File: config.mk
export PLATFORM = sky130hd
export DESIGN_NAME = lru_tlb_lookup_fill
export DESIGN_NICKNAME = d
export VERILOG_FILES = /design/src/sv/lrutlb_pkg.sv /design/src/sv/lrutlb_cell.sv /design/src/sv/lru_tlb_lookup_fill.sv
export SDC_FILE = /design/constraint.sdc
export NUM_CORES = 1
export LEC_CHECK = 0
export BUFFER_PORTS_ARGS = -buffer_cell sky130_fd_sc_hd__buf_4
export CORE_MARGIN = 8
export CORE_UTILIZATION = 57
export DETAILED_ROUTE_END_ITERATION = 8
export MAX_ROUTING_LAYER = met4
export PLACE_DENSITY_LB_ADDON = 0.3
export SLEW_MARGIN = 10
export SYNTH_ARGS = -nofsm -noshare
export SYNTH_HDL_FRONTEND = slang
export SYNTH_SLANG_ARGS = --single-unit
File: constraint.sdc
create_clock -name clk -period 3.6 [get_ports clk]
set_input_delay 0.54 -clock clk [delete_from_list [all_inputs] [get_ports clk]]
set_output_delay 0.54 -clock clk [all_outputs]
set_load 0.1 [all_outputs]
File: src/sv/lrutlb_pkg.sv
`timescale 1ns / 1ps

package lrutlb_pkg;

  // Default geometry
  localparam int ENTRIES_DEF    = 16;
  localparam int PAGE_BITS_DEF  = 8;
  localparam int FRAME_BITS_DEF = 8;

  // Result status codes
  typedef logic [1:0] status_t;
  localparam status_t ST_HIT   = 2'd0;
  localparam status_t ST_FILL  = 2'd1;
  localparam status_t ST_FAULT = 2'd2;

  // Per-cell update controls applied during an update
  typedef struct packed {
    logic shift;  // take the neighbor's (next newer) entry
    logic load;   // take the broadcast insert entry
  } cell_ctl_t;

endpackage

File: src/sv/lrutlb_cell.sv
`timescale 1ns / 1ps

// One slot of the LRU chain: holds a page/frame pair, compares it against the
// lookup page, and shifts in its newer neighbor or loads the insert data.
module lrutlb_cell #(
  parameter int PAGE_BITS  = lrutlb_pkg::PAGE_BITS_DEF,
  parameter int FRAME_BITS = lrutlb_pkg::FRAME_BITS_DEF
) (
  input  logic                  clk,
  input  logic                  rst_n,
  input  logic                  cmp_en,
  input  logic [PAGE_BITS-1:0]  cmp_page,
  input  logic                  occupied,
  input  lrutlb_pkg::cell_ctl_t ctl,
  input  logic [PAGE_BITS-1:0]  nbr_page,
  input  logic [FRAME_BITS-1:0] nbr_frame,
  input  logic [PAGE_BITS-1:0]  ins_page,
  input  logic [FRAME_BITS-1:0] ins_frame,
  output logic [PAGE_BITS-1:0]  page,
  output logic [FRAME_BITS-1:0] frame,
  output logic                  match
);

  logic [PAGE_BITS-1:0]  page_r,  page_nxt;
  logic [FRAME_BITS-1:0] frame_r, frame_nxt;
  logic                  match_r, match_nxt;

  // Entry update: load wins, else shift from the newer neighbor, else hold
  always_comb begin
    page_nxt  = page_r;
    frame_nxt = frame_r;
    if (ctl.load) begin
      page_nxt  = ins_page;
      frame_nxt = ins_frame;
    end else if (ctl.shift) begin
      page_nxt  = nbr_page;
      frame_nxt = nbr_frame;
    end
  end

  // Compare result captured on lookup transfer
  always_comb begin
    match_nxt = match_r;
    if (cmp_en) begin
      match_nxt = occupied && (page_r == cmp_page);
    end
  end

  always_ff @(posedge clk) begin
    page_r  <= page_nxt;
    frame_r <= frame_nxt;
  end

  always_ff @(posedge clk) begin
    if (!rst_n) begin
      match_r <= 1'b0;
    end else begin
      match_r <= match_nxt;
    end
  end

  assign page  = page_r;
  assign frame = frame_r;
  assign match = match_r;

endmodule

File: src/sv/lru_tlb_lookup_fill.sv
`timescale 1ns / 1ps

// Fully associative LRU translation buffer. A lookup is taken when start is
// high and busy is low; every lookup gives exactly one result, shown for one
// cycle on out_strobe, and the receiver cannot stall it. On the transfer
// edge every cell compares its page and registers the match; then busy is
// high during the update state, in which the chain shifts and loads and no
// new lookup is taken. The result appears on the cycle after that update,
// during which the next lookup can already be taken. Entry contents need no
// clearing after reset.
module lru_tlb_lookup_fill #(
  parameter int ENTRIES    = lrutlb_pkg::ENTRIES_DEF,
  parameter int PAGE_BITS  = lrutlb_pkg::PAGE_BITS_DEF,
  parameter int FRAME_BITS = lrutlb_pkg::FRAME_BITS_DEF
) (
  input  logic                      clk,
  input  logic                      rst_n,
  input  logic                      start,
  output logic                      busy,
  input  logic [PAGE_BITS-1:0]      in_page,
  input  logic                      in_pt_valid,
  input  logic [FRAME_BITS-1:0]     in_pt_frame,
  output logic                      out_strobe,
  output lrutlb_pkg::status_t       out_status,
  output logic [FRAME_BITS-1:0]     out_frame
);

  localparam int CW = $clog2(ENTRIES + 1);
  localparam logic [CW-1:0] FULL = CW'(ENTRIES);

  typedef enum logic [1:0] {
    S_IDLE   = 2'b01,
    S_UPDATE = 2'b10
  } state_t;

  state_t state_r, state_nxt;
  logic [CW-1:0] count_r, count_nxt;
  logic [PAGE_BITS-1:0]  req_page_r;
  logic [FRAME_BITS-1:0] req_frame_r;
  logic                  req_valid_r;
  logic                  out_strobe_r, out_strobe_nxt;
  lrutlb_pkg::status_t   out_status_r, out_status_nxt;
  logic [FRAME_BITS-1:0] out_frame_r, out_frame_nxt;

  logic accept;
  logic in_update;
  logic [ENTRIES-1:0] match;
  logic [ENTRIES-1:0] below;
  logic hit;
  logic full;
  logic do_fill;
  logic [CW-1:0] tail;
  logic [PAGE_BITS-1:0]  hit_page;
  logic [FRAME_BITS-1:0] hit_frame;
  logic [PAGE_BITS-1:0]  ins_page;
  logic [FRAME_BITS-1:0] ins_frame;

  logic [PAGE_BITS-1:0]  cell_page  [ENTRIES];
  logic [FRAME_BITS-1:0] cell_frame [ENTRIES];
  logic [PAGE_BITS-1:0]  nbr_page   [ENTRIES];
  logic [FRAME_BITS-1:0] nbr_frame  [ENTRIES];
  lrutlb_pkg::cell_ctl_t ctl        [ENTRIES];

  assign accept    = start && !busy;
  assign in_update = (state_r == S_UPDATE);
  assign busy      = in_update;

  // Request capture
  always_ff @(posedge clk) begin
    if (accept) begin
      req_page_r  <= in_page;
      req_frame_r <= in_pt_frame;
      req_valid_r <= in_pt_valid;
    end
  end

  // Hit detection, hit position prefix and selected hit entry
  always_comb begin
    hit_page  = '0;
    hit_frame = '0;
    below[0]  = match[0];
    for (int i = 1; i < ENTRIES; i++) begin
      below[i] = below[i-1] | match[i];
    end
    for (int i = 0; i < ENTRIES; i++) begin
      if (match[i]) begin
        hit_page  = hit_page  | cell_page[i];
        hit_frame = hit_frame | cell_frame[i];
      end
    end
  end

  assign hit     = below[ENTRIES-1];
  assign full    = (count_r == FULL);
  assign do_fill = !hit && req_valid_r;

  // Slot that receives the insert data: MRU end on hit or full fill, else the append slot
  always_comb begin
    if (hit) begin
      tail = count_r - CW'(1);
    end else if (full) begin
      tail = FULL - CW'(1);
    end else begin
      tail = count_r;
    end
  end

  assign ins_page  = hit ? hit_page  : req_page_r;
  assign ins_frame = hit ? hit_frame : req_frame_r;

  // Cell controls
  always_comb begin
    for (int i = 0; i < ENTRIES; i++) begin
      ctl[i].load  = in_update && (hit || do_fill) && (tail == CW'(i));
      ctl[i].shift = in_update &&
                     ((hit && below[i] && (CW'(i + 1) < count_r)) ||
                      (do_fill && full && (i < ENTRIES - 1)));
    end
  end

  // Chain of cells, each fed by its newer neighbor; the top one by the insert data
  for (genvar g = 0; g < ENTRIES; g++) begin : g_cell
    if (g < ENTRIES - 1) begin : g_nbr
      assign nbr_page[g]  = cell_page[g+1];
      assign nbr_frame[g] = cell_frame[g+1];
    end else begin : g_top
      assign nbr_page[g]  = ins_page;
      assign nbr_frame[g] = ins_frame;
    end

    lrutlb_cell #(
      .PAGE_BITS  (PAGE_BITS),
      .FRAME_BITS (FRAME_BITS)
    ) u_cell (
      .clk       (clk),
      .rst_n     (rst_n),
      .cmp_en    (accept),
      .cmp_page  (in_page),
      .occupied  (CW'(g) < count_r),
      .ctl       (ctl[g]),
      .nbr_page  (nbr_page[g]),
      .nbr_frame (nbr_frame[g]),
      .ins_page  (ins_page),
      .ins_frame (ins_frame),
      .page      (cell_page[g]),
      .frame     (cell_frame[g]),
      .match     (match[g])
    );
  end

  // Sequencer, fill count and result
  always_comb begin
    state_nxt      = state_r;
    count_nxt      = count_r;
    out_strobe_nxt = 1'b0;
    out_status_nxt = out_status_r;
    out_frame_nxt  = out_frame_r;
    unique case (state_r)
      S_IDLE: begin
        if (accept) begin
          state_nxt = S_UPDATE;
        end
      end
      S_UPDATE: begin
        state_nxt      = S_IDLE;
        out_strobe_nxt = 1'b1;
        if (hit) begin
          out_status_nxt = lrutlb_pkg::ST_HIT;
          out_frame_nxt  = hit_frame;
        end else if (req_valid_r) begin
          out_status_nxt = lrutlb_pkg::ST_FILL;
          out_frame_nxt  = req_frame_r;
          if (!full) begin
            count_nxt = count_r + CW'(1);
          end
        end else begin
          out_status_nxt = lrutlb_pkg::ST_FAULT;
          out_frame_nxt  = '0;
        end
      end
      default: begin
        state_nxt = S_IDLE;
      end
    endcase
  end

  always_ff @(posedge clk) begin
    if (!rst_n) begin
      state_r      <= S_IDLE;
      count_r      <= '0;
      out_strobe_r <= 1'b0;
    end else begin
      state_r      <= state_nxt;
      count_r      <= count_nxt;
      out_strobe_r <= out_strobe_nxt;
    end
  end

  always_ff @(posedge clk) begin
    out_status_r <= out_status_nxt;
    out_frame_r  <= out_frame_nxt;
  end

  assign out_strobe = out_strobe_r;
  assign out_status = out_status_r;
  assign out_frame  = out_frame_r;

  // Checks
  a_count_range: assert property (@(posedge clk) disable iff (!rst_n)
    count_r <= FULL)
    else $error("fill count above capacity");

  a_single_match: assert property (@(posedge clk) disable iff (!rst_n)
    in_update |-> $countones(match) <= 1)
    else $error("duplicate page in buffer");

  a_result_follows: assert property (@(posedge clk) disable iff (!rst_n)
    in_update |=> out_strobe)
    else $error("update cycle without result");

  a_fault_frame: assert property (@(posedge clk) disable iff (!rst_n)
    (out_strobe && out_status == lrutlb_pkg::ST_FAULT) |-> out_frame == '0)
    else $error("fault result with nonzero frame");

endmodule

==> run_results.csv, run 1 <==
group,metric,value,unit
outcome,status,"finished clean",
timing,hold-worst-slack,0.191,ns
timing,hold_viol,0,
drt,wl_per_cell,38.1,um
yosys,async_flop_share,0,
yosys,synthSimpleGateAreaFrac,0.0939,
global_route,grt_pass1_wl,95.5,mm
power_and_ir_drop,clkPwrFrac,0.463,
yosys,synth_top_cell_area_share,0.513,
setup_path,crit_path_start_kind,"register",
power_and_ir_drop,p_seq_frac,0.501,
layout,final_util,0.648,
clocking,postCtsHoldBufs,0,
timing,rsz0062_at_grt,"no",
global_route,grt_usage,0.384,
power_and_ir_drop,p_int,0.00600,W
clocking,clk_pin_slew,0.06,ns
timing,max_freq,307,MHz
drt,drc,0,
yosys,synth_xor_xnor_area_share,0.0708,
setup_path,crit_arrival,3.63,ns
clocking,cts_buffers,35,
layout,seq_area,8980,um^2
floorplan,die_w,187,um
timing,min_period,3.26,ns
timing,setup_viol,0,
placement,routabilityCongestion,1.03,
yosys,ys_ff_latch,307,
drt,ant_nets,0,
yosys,ys_top_cells_by_area,"edfxtp_1, mux2_2, a22oi_1",
yosys,yosysUniqueCellTypes,74,
setup_path,worstPathRequired,3.97,ns
yosys,synthAdderAreaFrac,0.00227,
global_route,grt_overflow,0,
floorplan,core,28700,um^2
yosys,yosysTopAreaCell,"edfxtp_1",
yosys,synth_flop_cell,"edfxtp_1",
timing,fin_skew,0.0241,ns
layout,multi_input_area,7030,um^2
floorplan,io_pins,32,
setup_path,crit_fanout,20,
clocking,cts_tree,"yes",
setup_path,worst_setup_path_end_kind,"register",
yosys,synth-seq-area-share,0.542,
setup_path,path_class,"register to register",
setup_path,slowest_stage,"a21oi_2",
clocking,postCtsSetupBuffers,0,
setup_path,worst_path_largest_cell_delay,0.59,ns
timing,relSlewSlack,0.246,
power_and_ir_drop,powerDensity,415,nW/um^2
global_route,grt_max_degree,35,
yosys,syn_inst,1320,
setup_path,worst-path-buf-inv,1,
power_and_ir_drop,p_leak,6.25,nW
clocking,h-tree-depth,2,
layout,area_delta_synth_final,12.3,%
power_and_ir_drop,power_frac_comb,0.036,
drt,vias_per_cell,7.74,
global_route,grt_pass1_vias,13300,
hold_path,min_path_type,"input port to register",
clocking,cts_sinks,307,
layout,fillers,2226,
power_and_ir_drop,p_sw,0.00172,W
floorplan,row_count,62,
power_and_ir_drop,peakVddDrop,0.380,mV
floorplan,initial_core_util,0.577,
drt,via_count,13700,
placement,numPortBuffers,31,
timing,maxSlewViolCount,0,
layout,finalNetCount,1385,
clocking,cts.repair.resized,0,
timing,setup_tns,0,ns
power_and_ir_drop,p_sw_frac,0.223,
placement,place_hpwl,43.4,mm
yosys,netlist_area,16600,um^2
run,cap_violations,0,
yosys,synth_edf_count,283,
yosys,syn_avg_cell_area,12.6,um^2
yosys,synthesis.nets,1343,
global_route,grt_antenna_before_repair,2,
drt,drt-pass1-iter-count,7,
clocking,clock_latency,0.53,ns
drt,drtIter0Drc,2594,
timing,tightest_slew,1.12,ns
yosys,yosysWarningCount,0,
timing,post-route-period-util,0.905,
yosys,synth_top_family_by_area,"compound AO/OA/AOI/OAI gates",
floorplan,die_area,34800,um^2
yosys,synth.most_common_cell,"edfxtp_1",
setup_path,path_delay_family,"multiplexers",
clocking,clockBufferDepth,3,
yosys,synth.mux.area_fraction,0.0744,
drt,wl,67.5,mm
yosys,synth.top_cells.by_count,"edfxtp_1, a22oi_1, mux2_2, xnor2_1, a2bb2oi_1",
yosys,synth_compound_area_frac,0.179,
clocking,cts_root_buffer,"clkbuf_16",
layout,layout-drive-gt1-share,0.226,
floorplan,die_h,187,um
setup_path,crit_chain,"nor3b_4, mux2i_1, nand3_1, mux2_4, a21oi_2, buf_4, a2bb2oi_1",
==> state kept, by name, indices dropped and copies added, names as in the netlist <==
register	flops
g_cell.u_cell.match	16
g_cell.u_cell.frame	128
out_frame	8
req_frame_r	8
g_cell.u_cell.page	128
req_valid_r	1
out_status	2
out_strobe	1
count_r	5
req_page_r	8
state_r	2
==> kinds of logic (layout without fill, tap and decap cells) <==
kind of cell,after synthesis,in the layout
compound gates,379,379
fa+ha+maj,3,3
mux,107,107
buf+inv,127,195
other cells,0,2
simple gates,263,263
xor+xnor,134,134
flops,307,307
==> worst register-to-register path, stage by stage (launching register included) <==
cell	delay (ns)
dfxtp_1	0.56
nor3b_4	0.39
mux2i_1	0.48
nand3_1	0.17
mux2_4	0.39
a21oi_2	0.59
buf_4	0.33
a2bb2oi_1	0.20
==> power by group through the flow <==
stage	sequential, W	combinational [W]	clock, W
finish	0.00387	0.000278	0.00358
global route	0.00387	0.000285	0.00370
CTS	0.00387	0.000264	0.00355
detailed placement	0.00395	0.000263	0
global placement	0.00395	0.000263	0
floorplan	0.00395	0.000155	0
==> layer usage <==
layer  part of all wire  track usage
met3               0.17        0.157
met1               0.35        0.487
met2               0.40        0.513
met5                  0            -
met4              0.075        0.216
==> worst paths after layout <==
check	slack, ns	end	from	depth (start not counted)
worst max-delay path	0.34	g_cell[12].u_cell.page[5]	count_r[3]	7
worst min-delay path	0.19	req_frame_r[1]	in_pt_frame[1]	1
worst min register to register	0.44	state_r[0]	state_r[0]	1
worst max register to register	0.34	g_cell[12].u_cell.page[5]	count_r[3]	7
==> stage by stage <==
step	area, um^2	total power, W	setup slack [ns]	cells
after global placement	17500	0.00421	0.547	1709
after detailed placement	17500	0.00421	0.496	1709
final	18600	0.00773	0.342	1774
after global routing	18600	0.00785	0.269	1774
after floorplan	16600	0.00411	0.0381	1320
after CTS	18600	0.00769	0.475	1772
==> final cells by class <==
| class | instances | share of cell area |
|---|---|---|
| clock inverter | 18 | 0.00807 |
| antenna | 2 | 0.000269 |
| sequential | 307 | 0.482 |
| clock buffer | 45 | 0.0521 |
| multi-input combinational | 886 | 0.378 |
| timing repair buffer | 118 | 0.0510 |
| inverter | 14 | 0.00282 |
| tap | 384 | 0.0258 |
==> cells in the final DEF (no fill, tap or decap), drive strengths merged, types with 45 or more instances in the layout <==
| cell | n |
|---|---|
| mux2 | 101 |
| xor2 | 54 |
| a2bb2oi | 72 |
| a22oi | 121 |
| nand4 | 58 |
| nor2 | 66 |
| edfxtp | 283 |
| clkbuf | 45 |
| xnor2 | 80 |
| buf | 118 |
| a21oi | 57 |
| o22a | 54 |
Note: power is estimated with default switching activity, not from simulation.
==> run 2, diff against run 1 <==
--- a/config.mk
+++ b/config.mk
@@ -12,3 +12,3 @@
 export MAX_ROUTING_LAYER = met4
-export PLACE_DENSITY_LB_ADDON = 0.3
+export PLACE_DENSITY_LB_ADDON = 0.12
 export SLEW_MARGIN = 10
--- a/constraint.sdc
+++ b/constraint.sdc
@@ -3,2 +3,2 @@
 set_output_delay 0.54 -clock clk [all_outputs]
-set_load 0.1 [all_outputs]
+set_load 0.05 [all_outputs]
==> run 2 against run 1 <==
  * Die area stayed put
  * Hold slack better by 0.0056 ns
  * Register-to-register slack worse by 0.02 ns
  * Design area is 0.16% lower
  * Clock power is 3% lower
  * Critical path depth is 2 higher
  * Largest cell class unchanged
==> run_results.csv, run 2 (synthesis gave the netlist of run 1 again) <==
group,metric,value,unit
drt,via_count,13500,
setup_path,worstPathRequired,3.83,ns
layout,final_util,0.647,
timing,fin_ws,0.323,ns
power_and_ir_drop,powerDensity,409,nW/um^2
setup_path,crit_top_cell,"buf_4",
timing,setup_viol,0,
power_and_ir_drop,p_sw_frac,0.222,
placement,routabilityCongestion,1.04,
clocking,postCtsSetupBuffers,0,
outcome,status,"finished clean",
floorplan,io_pins,32,
setup_path,crit_arrival,3.51,ns
clocking,h-tree-depth,2,
setup_path,crit_chain,"inv_1, ha_1, nor3b_4, mux2i_1, nor4_1, a21oi_2, buf_4, o21ai_2, buf_4",
power_and_ir_drop,power_frac_comb,0.035,
power_and_ir_drop,p_seq_frac,0.509,
power_and_ir_drop,peakVddDrop,0.421,mV
global_route,grt_overflow,0,
setup_path,crit_path_start,"count_r[0]",
power_and_ir_drop,total_power,0.00760,W
timing,min_period,3.28,ns
timing,tightest_slew,1.14,ns
clocking,clock_latency,0.53,ns
setup_path,worst-path-buf-inv,3,
drt,drt-pass1-iter-count,8,
placement,numPortBuffers,31,
timing,maxSlewViolCount,0,
placement,post-place-ws,0.428,ns
layout,finalNetCount,1383,
layout,seq_area,8980,um^2
drt,ant_nets,0,
global_route,grt_pass1_wl,95.4,mm
setup_path,cp.depth,9,
timing,fin_skew,0.0202,ns
setup_path,r2r_slack,0.32,ns
layout,final_cell_mix,"edfxtp_1, a22oi_1, buf_4, mux2_2, xnor2_1",
power_and_ir_drop,p_leak,6.23,nW
hold_path,holdPathEnd,"req_frame_r[3]",
setup_path,crit_path_start_kind,"register",
timing,rsz0062_at_grt,"no",
layout,final_common_cell,"edfxtp_1",
setup_path,slowest_stage,"a21oi_2",
power_and_ir_drop,p_int,0.00591,W
drt,vias_per_cell,7.61,
drt,wl,67.2,mm
run,cap_violations,0,
floorplan,die_h,187,um
drt,drc,0,
timing,max_freq,305,MHz
timing,hold_viol,0,
clocking,cts_buffers,35,
floorplan,die_w,187,um
global_route,grt_pass1_vias,13000,
hold_path,hold_depth,1,
power_and_ir_drop,clkPwrFrac,0.456,
floorplan,die_area,34800,um^2
timing,setup_tns,0,ns
layout,multi_input_area,7030,um^2
clocking,postCtsHoldBufs,0,
global_route,grt_antenna_before_repair,1,
setup_path,path_delay_family,"compound AO/OA/AOI/OAI gates",
clocking,clockBufferDepth,3,
drt,drtIter0Drc,2341,
setup_path,worst_setup_path_end_kind,"register",
global_route,grt_usage,0.387,
hold_path,holdCritStartpoint,"in_pt_frame[3]",
clocking,cts_tree,"yes",
clocking,cts_root_buffer,"clkbuf_16",
hold_path,min_path_type,"input port to register",
global_route,grt_max_degree,35,
setup_path,worst_path_largest_cell_delay,0.73,ns
setup_path,worstReg2RegEnd,"g_cell[6].u_cell.frame[5]",
layout,layout-drive-gt1-share,0.225,
clocking,cts_sinks,307,
floorplan,initial_core_util,0.577,
timing,relSlewSlack,0.235,
setup_path,crit_fanout,13,
floorplan,row_count,62,
setup_path,rr_startpoint,"count_r[0]",
placement,place_hpwl,43.1,mm
timing,hold-worst-slack,0.197,ns
clocking,cts.repair.resized,0,
setup_path,r2r_cells,9,
setup_path,path_class,"register to register",
floorplan,core,28700,um^2
clocking,clk_pin_slew,0.06,ns
layout,fillers,2232,
drt,wl_per_cell,38.0,um
layout,area_delta_synth_final,12.1,%
timing,post-route-period-util,0.910,
power_and_ir_drop,p_sw,0.00169,W
==> run 2: cell count changes in the layout (fill, tap and decap cells not counted), moves of 2 or more <==
| cell | previous run | this run |
|---|---|---|
| clkbuf_1 | 6 | 4 |
| clkinv_1 | 8 | 10 |
| clkbuf_16 | 37 | 35 |
| buf_12 | 5 | 8 |
| clkinv_2 | 8 | 6 |
| buf_4 | 113 | 108 |
==> run 2: power groups by stage <==
stage	sequential [W]	combinational, W	clock, W
after floorplan	0.00395	0.000154	0
final	0.00387	0.000267	0.00346
after detailed placement	0.00394	0.000256	0
after CTS	0.00387	0.000257	0.00345
after global routing	0.00387	0.000277	0.00358
after global placement	0.00395	0.000256	0
==> run 2: final cells by class <==
type | count | area share
diodes | 1 | 0.000135
flip-flops and latches | 307 | 0.483
inverters | 14 | 0.00283
repair buffers | 116 | 0.0523
multi-input cells | 886 | 0.378
clock inverters | 19 | 0.00788
clock buffers | 42 | 0.0495
well taps | 384 | 0.0259
==> run 2: worst max path at each step <==
stage                                      to  slack, ns
finish              g_cell[6].u_cell.frame[5]       0.32
CTS                  g_cell[6].u_cell.page[4]       0.41
detailed placement   g_cell[6].u_cell.page[3]       0.43
floorplan           g_cell[7].u_cell.frame[0]       0.04
global route        g_cell[6].u_cell.frame[5]       0.20
global placement    g_cell[3].u_cell.frame[5]       0.42
==> run 2: metrics by stage <==
stage	instance area, um^2	instances
after floorplan	16600	1320
after global placement	17500	1707
after detailed placement	17500	1707
after CTS	18600	1768
after global routing	18600	1769
final	18600	1769
==> run 2: routing by layer <==
| layer | track usage | up-vias | wire, um |
|---|---|---|---|
| met5 | - | - | 0 |
| met4 | 0.210 | 0 | 4780 |
| met3 | 0.149 | 354 | 10900 |
| met2 | 0.531 | 1291 | 27700 |
| met1 | 0.488 | 6534 | 23800 |
| li1 | - | 5281 | - |
==> run 3, diff against run 2 <==
Settings changed: BUFFER_PORTS_ARGS -buffer_cell sky130_fd_sc_hd__buf_4 to -buffer_cell sky130_fd_sc_hd__buf_2.
==> run 3 against run 2 <==
  * Clock skew down 0.0098 ns
  * Design area is essentially flat
  * Cell count increased by 0.34%
  * Register-to-register slack got worse by 0.06 ns
  * Die area unchanged
  * Non-clock buffer count rose by 4
  * Core utilization is essentially flat
  * Power rose by 0.10%
  * Critical endpoint is now g_cell[8].u_cell.page[4]
  * Largest cell class unchanged
==> run_results.csv, run 3 (synthesis gave the netlist of run 1 again) <==
group,metric,value,unit
outcome,status,"finished clean",
global_route,grt_usage,0.388,
setup_path,r2r_slack,0.26,ns
layout,finalNetCount,1387,
global_route,grt_antenna_before_repair,1,
setup_path,crit_end,"g_cell[8].u_cell.page[4]",
timing,setup_tns,0,ns
global_route,grt_max_degree,35,
setup_path,rr_startpoint,"count_r[1]",
drt,ant_nets,0,
drt,wl,68.0,mm
layout,final_util,0.647,
power_and_ir_drop,powerDensity,410,nW/um^2
floorplan,initial_core_util,0.577,
timing,setup_viol,0,
timing,rsz0062_at_grt,"no",
hold_path,hold_depth,1,
timing,hold_viol,0,
setup_path,crit_chain,"inv_1, ha_1, buf_4, nand4bb_1, or4_1, nor2_1, a21oi_1, o22ai_2, buf_4",
drt,via_count,13500,
clocking,cts_root_buffer,"clkbuf_16",
setup_path,worstReg2RegEnd,"g_cell[8].u_cell.page[4]",
setup_path,crit_path_start,"count_r[1]",
layout,final_cell_mix,"edfxtp_1, a22oi_1, mux2_2, xnor2_1, buf_4",
layout,layout-drive-gt1-share,0.227,
power_and_ir_drop,peakVddDrop,0.498,mV
timing,tightest_slew,1.02,ns
timing,max_freq,300,MHz
floorplan,die_w,187,um
floorplan,die_area,34800,um^2
setup_path,path_delay_family,"simple AND/OR/NAND/NOR gates",
power_and_ir_drop,p_leak,6.24,nW
layout,final_common_cell,"edfxtp_1",
hold_path,min_path_type,"input port to register",
setup_path,crit_fanout,13,
global_route,grt_overflow,0,
setup_path,slowest_stage,"or4_1",
clocking,cts.repair.resized,0,
clocking,cts_sinks,307,
floorplan,row_count,62,
clocking,cts_tree,"yes",
floorplan,core,28700,um^2
drt,drc,0,
drt,drt-pass1-iter-count,6,
global_route,grt_pass1_vias,13000,
drt,wl_per_cell,38.3,um
run,cap_violations,0,
setup_path,r2r_cells,9,
global_route,grt_pass1_wl,95.6,mm
placement,numPortBuffers,31,
setup_path,crit_top_cell,"buf_4",
setup_path,crit_path_start_kind,"register",
layout,fillers,2240,
setup_path,cp.depth,9,
layout,seq_area,8980,um^2
setup_path,worst-path-buf-inv,3,
timing,relSlewSlack,0.315,
clocking,postCtsHoldBufs,0,
drt,vias_per_cell,7.61,
clocking,clockBufferDepth,3,
floorplan,die_h,187,um
clocking,h-tree-depth,2,
timing,maxSlewViolCount,0,
power_and_ir_drop,total_power,0.00761,W
placement,place_hpwl,44.1,mm
setup_path,worst_setup_path_end_kind,"register",
setup_path,path_class,"register to register",
hold_path,holdCritStartpoint,"in_pt_frame[3]",
clocking,clock_latency,0.53,ns
layout,multi_input_area,7030,um^2
clocking,clk_pin_slew,0.06,ns
timing,post-route-period-util,0.927,
timing,min_period,3.34,ns
layout,area_delta_synth_final,12.1,%
setup_path,worstPathRequired,3.82,ns
placement,routabilityCongestion,1.04,
timing,fin_skew,0.0104,ns
clocking,postCtsSetupBuffers,0,
drt,drtIter0Drc,2345,
floorplan,io_pins,32,
setup_path,worst_path_largest_cell_delay,0.59,ns
clocking,cts_buffers,35,
setup_path,crit_arrival,3.56,ns
run 3: cell types whose count changed in the layout (fill, tap and decap cells not counted), moves of 2 or more:
cell        change
buf_12          +2
buf_4          -29
clkbuf_4        -2
clkinvlp_4      +2
inv_6           +2
clkbuf_1        +2
buf_2          +31
run 3: worst min-delay path by stage:
stage	slack (ns)	endpoint
3_3_place_gp	0.42	state_r[0]
5_1_grt	0.19	req_frame_r[6]
4_1_cts	0.18	req_frame_r[6]
3_5_place_dp	0.44	state_r[0]
2_1_floorplan	0.41	state_r[0]
6_report	0.19	req_frame_r[3]
run 3: final cells by class:
| class | count | share of cell area |
|---|---|---|
| Tap cell | 384 | 0.0259 |
| Clock buffer | 42 | 0.0491 |
| Sequential cell | 307 | 0.483 |
| Clock inverter | 21 | 0.00896 |
| Timing Repair Buffer | 120 | 0.0511 |
| Inverter | 14 | 0.00283 |
| Antenna cell | 1 | 0.000135 |
| Multi-Input combinational cell | 886 | 0.379 |
run 3: worst register-to-register path, delay by kind of cell, from the launching register on:
family                     cells  cell delay [ns]
AOI/OAI and AO/OA              2             0.59
adders and majority gates      1             0.19
buffers and inverters          3             0.66
DFF                            1             0.31
and+or+nand+nor                3             1.29
run 3: metrics by stage:
stage               instances  hold WS (ns)  area (um^2)  setup WS, ns
finish                   1775         0.190        18600         0.262
global route             1775         0.187        18600        0.0475
CTS                      1774         0.182        18600         0.356
detailed placement       1711         0.444        17500         0.385
global placement         1711         0.420        17500         0.390
floorplan                1320         0.410        16600        0.0445
run 3: per-layer routing:
metal,GRT usage,routed length (um),vias to the layer above
met5,-,0,-
met4,0.194,4330,0
met3,0.161,11900,329
met2,0.528,27500,1378
met1,0.492,24200,6512
li1,-,-,5295
run 3: power by group:
group / internal (W) / switching [W]
Sequential: 0.00386 / 0.00000765
Combinational: 0.0000770 / 0.000187
Clock: 0.00196 / 0.00151
Total: 0.00590 / 0.00171
